[src/rtl/lkvc_pkg.sv]
`timescale 1ns / 1ps
// ----------------------------------------------------------------------------
// lkvc_pkg
// Shared types, codes and helpers of the LRU key-value cache with lease.
// ----------------------------------------------------------------------------
package lkvc_pkg;

    localparam int KEY_W   = 64;
    localparam int VAL_W   = 64;
    localparam int LEN_W   = 4;
    localparam int TIME_W  = 32;
    localparam int MAX_LEN = 8;

    // response status codes
    localparam logic [1:0] ST_HIT  = 2'd0;
    localparam logic [1:0] ST_MISS = 2'd1;
    localparam logic [1:0] ST_BAD  = 2'd2;

    // request opcodes
    localparam logic OP_GET = 1'b0;
    localparam logic OP_SET = 1'b1;

    // register index codes (byte address 4*i)
    localparam logic [1:0] REG_KEY_LIMIT  = 2'd0;
    localparam logic [1:0] REG_VAL_LIMIT  = 2'd1;
    localparam logic [1:0] REG_ENTRIES    = 2'd2;

    typedef enum logic [2:0] {
        S_IDLE,
        S_CHECK,
        S_SCAN,
        S_DECIDE,
        S_UPDATE,
        S_DONE
    } t_state;

    typedef struct packed {
        logic [KEY_W-1:0]  key;
        logic [LEN_W-1:0]  klen;
        logic [VAL_W-1:0]  value;
        logic [LEN_W-1:0]  vlen;
        logic [TIME_W-1:0] expiry;
    } t_entry;

    typedef struct packed {
        logic accept;
        logic walk_start;
        logic walk;
        logic upd_mode;
        logic decide;
        logic out_load;
    } t_cmd;

    typedef struct packed {
        logic bad;
        logic walk_done;
        logic need_upd;
        logic out_full;
    } t_stat;

    function automatic logic [KEY_W-1:0] f_byte_mask(input logic [LEN_W-1:0] len);
        logic [KEY_W-1:0] m;
        if (len >= LEN_W'(MAX_LEN)) begin
            m = '1;
        end else begin
            m = (KEY_W'(1) << {len, 3'b000}) - KEY_W'(1);
        end
        return m;
    endfunction

endpackage

[src/rtl/lkvc_ctrl.sv]
`timescale 1ns / 1ps
// ----------------------------------------------------------------------------
// lkvc_ctrl
// Request sequencer: check, scan, decide, rank update, response hand-off.
// ----------------------------------------------------------------------------
module lkvc_ctrl
    import lkvc_pkg::*;
(
    input  logic  i_clk,
    input  logic  i_rst_n,
    input  logic  i_in_valid,
    output logic  o_in_ready,
    input  t_stat i_stat,
    output t_cmd  o_cmd
);

    t_state r_state;
    t_state n_state;

    always_ff @(posedge i_clk) begin
        if (!i_rst_n) begin
            r_state <= S_IDLE;
        end else begin
            r_state <= n_state;
        end
    end

    always_comb begin
        n_state = r_state;
        unique case (r_state)
            S_IDLE: begin
                if (i_in_valid) n_state = S_CHECK;
            end
            S_CHECK: begin
                n_state = i_stat.bad ? S_DECIDE : S_SCAN;
            end
            S_SCAN: begin
                if (i_stat.walk_done) n_state = S_DECIDE;
            end
            S_DECIDE: begin
                n_state = i_stat.need_upd ? S_UPDATE : S_DONE;
            end
            S_UPDATE: begin
                if (i_stat.walk_done) n_state = S_DONE;
            end
            S_DONE: begin
                if (!i_stat.out_full) n_state = S_IDLE;
            end
            default: n_state = S_IDLE;
        endcase
    end

    always_comb begin
        o_cmd      = '0;
        o_in_ready = 1'b0;
        unique case (r_state)
            S_IDLE: begin
                o_in_ready   = 1'b1;
                o_cmd.accept = i_in_valid;
            end
            S_CHECK: begin
                o_cmd.walk_start = 1'b1;
            end
            S_SCAN: begin
                o_cmd.walk = 1'b1;
            end
            S_DECIDE: begin
                o_cmd.decide     = 1'b1;
                o_cmd.walk_start = 1'b1;
            end
            S_UPDATE: begin
                o_cmd.walk     = 1'b1;
                o_cmd.upd_mode = 1'b1;
            end
            S_DONE: begin
                o_cmd.out_load = !i_stat.out_full;
            end
            default: o_cmd = '0;
        endcase
    end

endmodule

[config.mk]
export PLATFORM = sky130hd
export DESIGN_NAME = lkvc_ctrl
export DESIGN_NICKNAME = d
export VERILOG_FILES = /design/src/rtl/lkvc_pkg.sv /design/src/rtl/lkvc_ctrl.sv
export SDC_FILE = /design/constraint.sdc
export NUM_CORES = 1
export LEC_CHECK = 0
export BUFFER_PORTS_ARGS = -buffer_cell sky130_fd_sc_hd__buf_4
export CAP_MARGIN = 20
export CORE_AREA = 2 2 39 41
export DETAILED_ROUTE_END_ITERATION = 8
export DIE_AREA = 0 0 41 43
export PLACE_DENSITY_LB_ADDON = 0.12
export REMOVE_ABC_BUFFERS = 1
export SLEW_MARGIN = 10
export SYNTH_ARGS = -nofsm -noshare
export SYNTH_HDL_FRONTEND = slang
export SYNTH_SLANG_ARGS = --single-unit
[constraint.sdc]
create_clock -name i_clk -period 1.5 [get_ports i_clk]
set_input_delay 0.075 -clock i_clk [delete_from_list [all_inputs] [get_ports i_clk]]
set_output_delay 0.075 -clock i_clk [all_outputs]
set_load 0.02 [all_outputs]
## Word level (Yosys, flattened, before mapping)

Cells that the tools add are included.

| storage, ports and cells | value |
|---|---|
| word-level logic and storage cells | 29 |
| register bits | 3 |
| input port bits | 7 |
| output and inout bits | 7 |

| cells by class | value |
|---|---|
| eq/ne operators | 9 |
| reduce and logical (&&, ||, !) cells | 5 |
| mux-type cells | 14 |

Operators with widths:

| operator | number |
|---|---|
| case mux 3 bit (6 select lines) | 1 |
| 2-to-1 mux 3 bit | 4 |
| 2-to-1 mux 1 bit | 9 |
| inequality test 2 bit (second input constant) | 4 |
| equality test 3 x 2 -> 1 bit (second input constant) | 2 |
| equality test 3 bit (second input constant) | 2 |
| AND reduction 4 bit | 1 |
| OR reduction 2 bit | 2 |
| equality test 3 x 1 -> 1 bit (second input constant) | 1 |
| logical NOT 3 bit | 1 |
| logical NOT 1 bit | 1 |

## Logic depth before layout (Yosys ltp)

| depth | value |
|---|---|
| depth after elaboration | 3 |
| depth in mapped cells | 4 |
| depth with buffers taken out | 3 |

## Least setup slack after synthesis

Ideal clock, no wire load.

| timing path | value |
|---|---|
| path type | reg-to-output |
| start point | register r_state[0] |
| end point | output o_cmd[5] in the netlist's numbering |
| arrival | 1.297 ns |
| stages on the path, launching flop included | 4 |
| setup slack | 0.128 ns |
| data required time | 1.425 ns |
| path buffers | 1 |
| cell sequence | dfxtp_1 buf_2 nor3_1 and2_1 |

RTL lines:

| element | line | text |
|---|---|---|
| start, declared | lkvc_ctrl.sv:17 | `t_state r_state;` |
| start signal, assigned | lkvc_ctrl.sv:24 | `r_state <= n_state;` |
| end, declared | lkvc_ctrl.sv:14 | `output t_cmd o_cmd` |

==> results by group <==
Global routing
  – Vias in the first global route: approximately 220
  – Wire length of the first global-routing pass: between 900 and 1000 um
  – Initial antenna violation count: 0
  – Overflow left after global routing: 0
  – Pin count of the biggest net entering global routing: 11
  – Global-route usage over all layers: ~8%

CTS
  – Clock H-tree levels: 1
  – TritonCTS clock tree: yes
  – Resize count post-CTS: 0
  – Setup Buffers After CTS: 0
  – # clock sinks: 3
  – Reg clk slew, reported paths: 0.04 ns
  – Hold bufs inserted after CTS: 0
  – Skew-Pair Late Insertion Delay: 0.23 ns
  – Max Root-Sink Buffers: 2
  – CTS Root Cell: sky130_fd_sc_hd__clkbuf_4
  – Total CTS buffers: 3

Floorplanning
  – Area of the die: approximately 1800 um2
  – Site row count: 14
  – Width of the die: 41 um
  – Number of top-level pins: 14
  – Core Box Area: around 1400 um2
  – Starting utilization of the core area: approximately 17%
  – Floorplan die height: approximately 43 um

Synthesis
  – Ys flop type: sky130_fd_sc_hd__dfxtp_1
  – Register bit count reported by yosys: 3
  – Number of warnings issued by yosys: 0
  – Avg Synthesized Cell Area: slightly above 8 um2
  – Count of flip-flops with a built-in enable after synthesis: 0
  – Sequential cell area fraction in the yosys report: 25.0%
  – Ys async rst share: 0%
  – Post-Syn Instances: 29
  – Unique masters post-synth: 17
  – Cell area after synthesis: 240 um2

Critical path
  – Worst reg2reg endpoint: r_state[0]$_SDFFE_PN0P_
  – Critical path data required time: approximately 1.4 ns
  – Cell depth of the worst flop-to-flop path: 2
  – Critical R2R Launch: r_state[2]$_SDFFE_PN0P_
  – Critical path launch point type: flop
  – Arrival time at the worst endpoint: roughly 1.2 ns
  – Crit path kind: reg2out
  – Crit path from: r_state[2]$_SDFFE_PN0P_
  – Setup slack of the worst register-to-register path: between 0.3 and 0.4 ns
  – Element type at the critical path end: primary output
  – Largest driver fanout on the critical path: 10

Run status
  – Result of the run: complete, no violations

Flow run
  – Max-Cap Viols: 0

Final layout
  – Most common library cell in the layout ignoring fill and taps: sky130_fd_sc_hd__buf_4
  – Proportion of layout cells with a drive suffix above 1: between 40% and 50%
  – Utilization after layout: 25.8%
  – Filler Cell Count: around 160
  – Largest registers: r_state: 3 flops
  – Diodes inserted: 0
  – Final standard cell count with taps included and fillers excluded: 59
  – Area growth, synth to finish: 48.4%
  – Register with the most flip-flops: r_state
  – Number of nets at the end of the flow: a little over 50
  – Most frequent cells in the layout: sky130_fd_sc_hd__buf_4, sky130_fd_sc_hd__nor2_1
  – Number of flip-flops under the largest register name: 3

Route
  – Initial DRC Count: 4
  – Total length of routed wires: about 530 um
  – Post-detailed-route count of antenna-violating nets: 0
  – Vias per cell: just under 4
  – Post-detailed-route DRC marker count: 0
  – 1st-pass router iterations: 2
  – Routed WL per cell: roughly 9.0 um
  – Vias: 230

Placement
  – DP Wirelength: approximately 430 um
  – Port-buffer cells: 13
  – Cell total after placement: 55
  – Routability congestion estimate from global placement: ~0.70

Min path
  – Worst Hold Path Cells: 3
  – Worst hold path endpoint: r_state[2]$_SDFFE_PN0P_
  – Hold crit path type: in2reg
  – Hold wc startpoint: i_rst_n

Timing
  – Crit share post-route: 84.8%
  – Post-layout min period: about 1.3 ns
  – Worst-case headroom to the max-slew limit: slightly below 70%
  – Setup repair after global routing missed its margin: no
  – Final hold violations: 0
  – Worst Hold Margin: 0.107 ns
  – Slew at the pin with the worst max-slew slack: 0.454 ns
  – Peak Freq: between 700 and 800 MHz
  – Maximum clock skew at final layout: roughly 0.0045 ns
  – Final count of pins violating max slew: 0
  – Final setup violation count: 0
  – Total negative slack for setup checks: 0 ns

Power and ir drop
  – Areal power density over the cells: between 1500 and 2000 nW/um2
  – Leakage component of the power: 0.164 nW
  – Peak ir drop on the vdd network: between 0.8 and 0.9 mV
## where the power goes
group          switching, mW  internal [mW]  leakage [nW]
Sequential            0.0484          0.100        0.0247
Clock                 0.0401         0.0995        0.0150
Combinational          0.144          0.140         0.124
Total                  0.232          0.339         0.164
## synthesized netlist by cell type, types with 2 or more instances
master / n / area [um2]
sky130_fd_sc_hd__nor2_1: 5 / 18.8
sky130_fd_sc_hd__dfxtp_1: 3 / 60.1
sky130_fd_sc_hd__buf_6: 2 / 22.5
sky130_fd_sc_hd__nor3_1: 2 / 10.0
sky130_fd_sc_hd__inv_1: 3 / 11.3
sky130_fd_sc_hd__nand2_1: 3 / 11.3
## how the worst max path moves through the flow
stage | to | slack [ns]
floorplan | o_cmd[5] | 0.15
global placement | r_state[0]$_SDFFE_PN0P_ | 0.39
detailed placement | r_state[0]$_SDFFE_PN0P_ | 0.35
CTS | o_cmd[5] | 0.22
global route | o_cmd[5] | 0.13
finish | o_cmd[5] | 0.23
## cell families (layout without fill, tap and decap cells)
kind of cell,Yosys count,after routing,synth area share (%)
AO/OA/AOI/OAI,4,4,17.7
XOR/XNOR,2,2,10.4
buffers and inverters,6,20,16.1
flip-flops,3,3,25.0
AND/OR/NAND/NOR,14,14,30.7
## worst max-delay path: stages, from the launching register on
cell,delay [ns]
sky130_fd_sc_hd__dfxtp_1,0.53
sky130_fd_sc_hd__nor3_1,0.11
sky130_fd_sc_hd__and2_1,0.17
sky130_fd_sc_hd__buf_4,0.15
## layout make-up
type / instances / area [um2] / area share (%)
clock buffers: 4 / 26.3 / 7.37
inverters: 3 / 11.3 / 3.16
multi-input cells: 20 / 141 / 39.6
flip-flops and latches: 3 / 60.1 / 16.8
well taps: 16 / 20.0 / 5.61
repair buffers: 13 / 97.6 / 27.4
## routing by layer
layer / vias to the layer above / share of wire, % / GRT usage, %
met5: - / 0 / 0
met4: 0 / 0 / 0
met3: 0 / 7.9 / 6.28
met2: 7 / 50 / 9.69
met1: 99 / 42 / 11.5
li1: 124 / - / -
## through the flow
stage	instance area, um2	worst slack, ns	total power, mW
2_1_floorplan	213	0.153	0.328
3_3_place_gp	330	0.386	0.435
3_5_place_dp	330	0.352	0.437
4_1_cts	357	0.215	0.582
5_1_grt	357	0.127	0.621
6_report	357	0.228	0.572
Note: power is estimated with default switching activity, not from simulation.
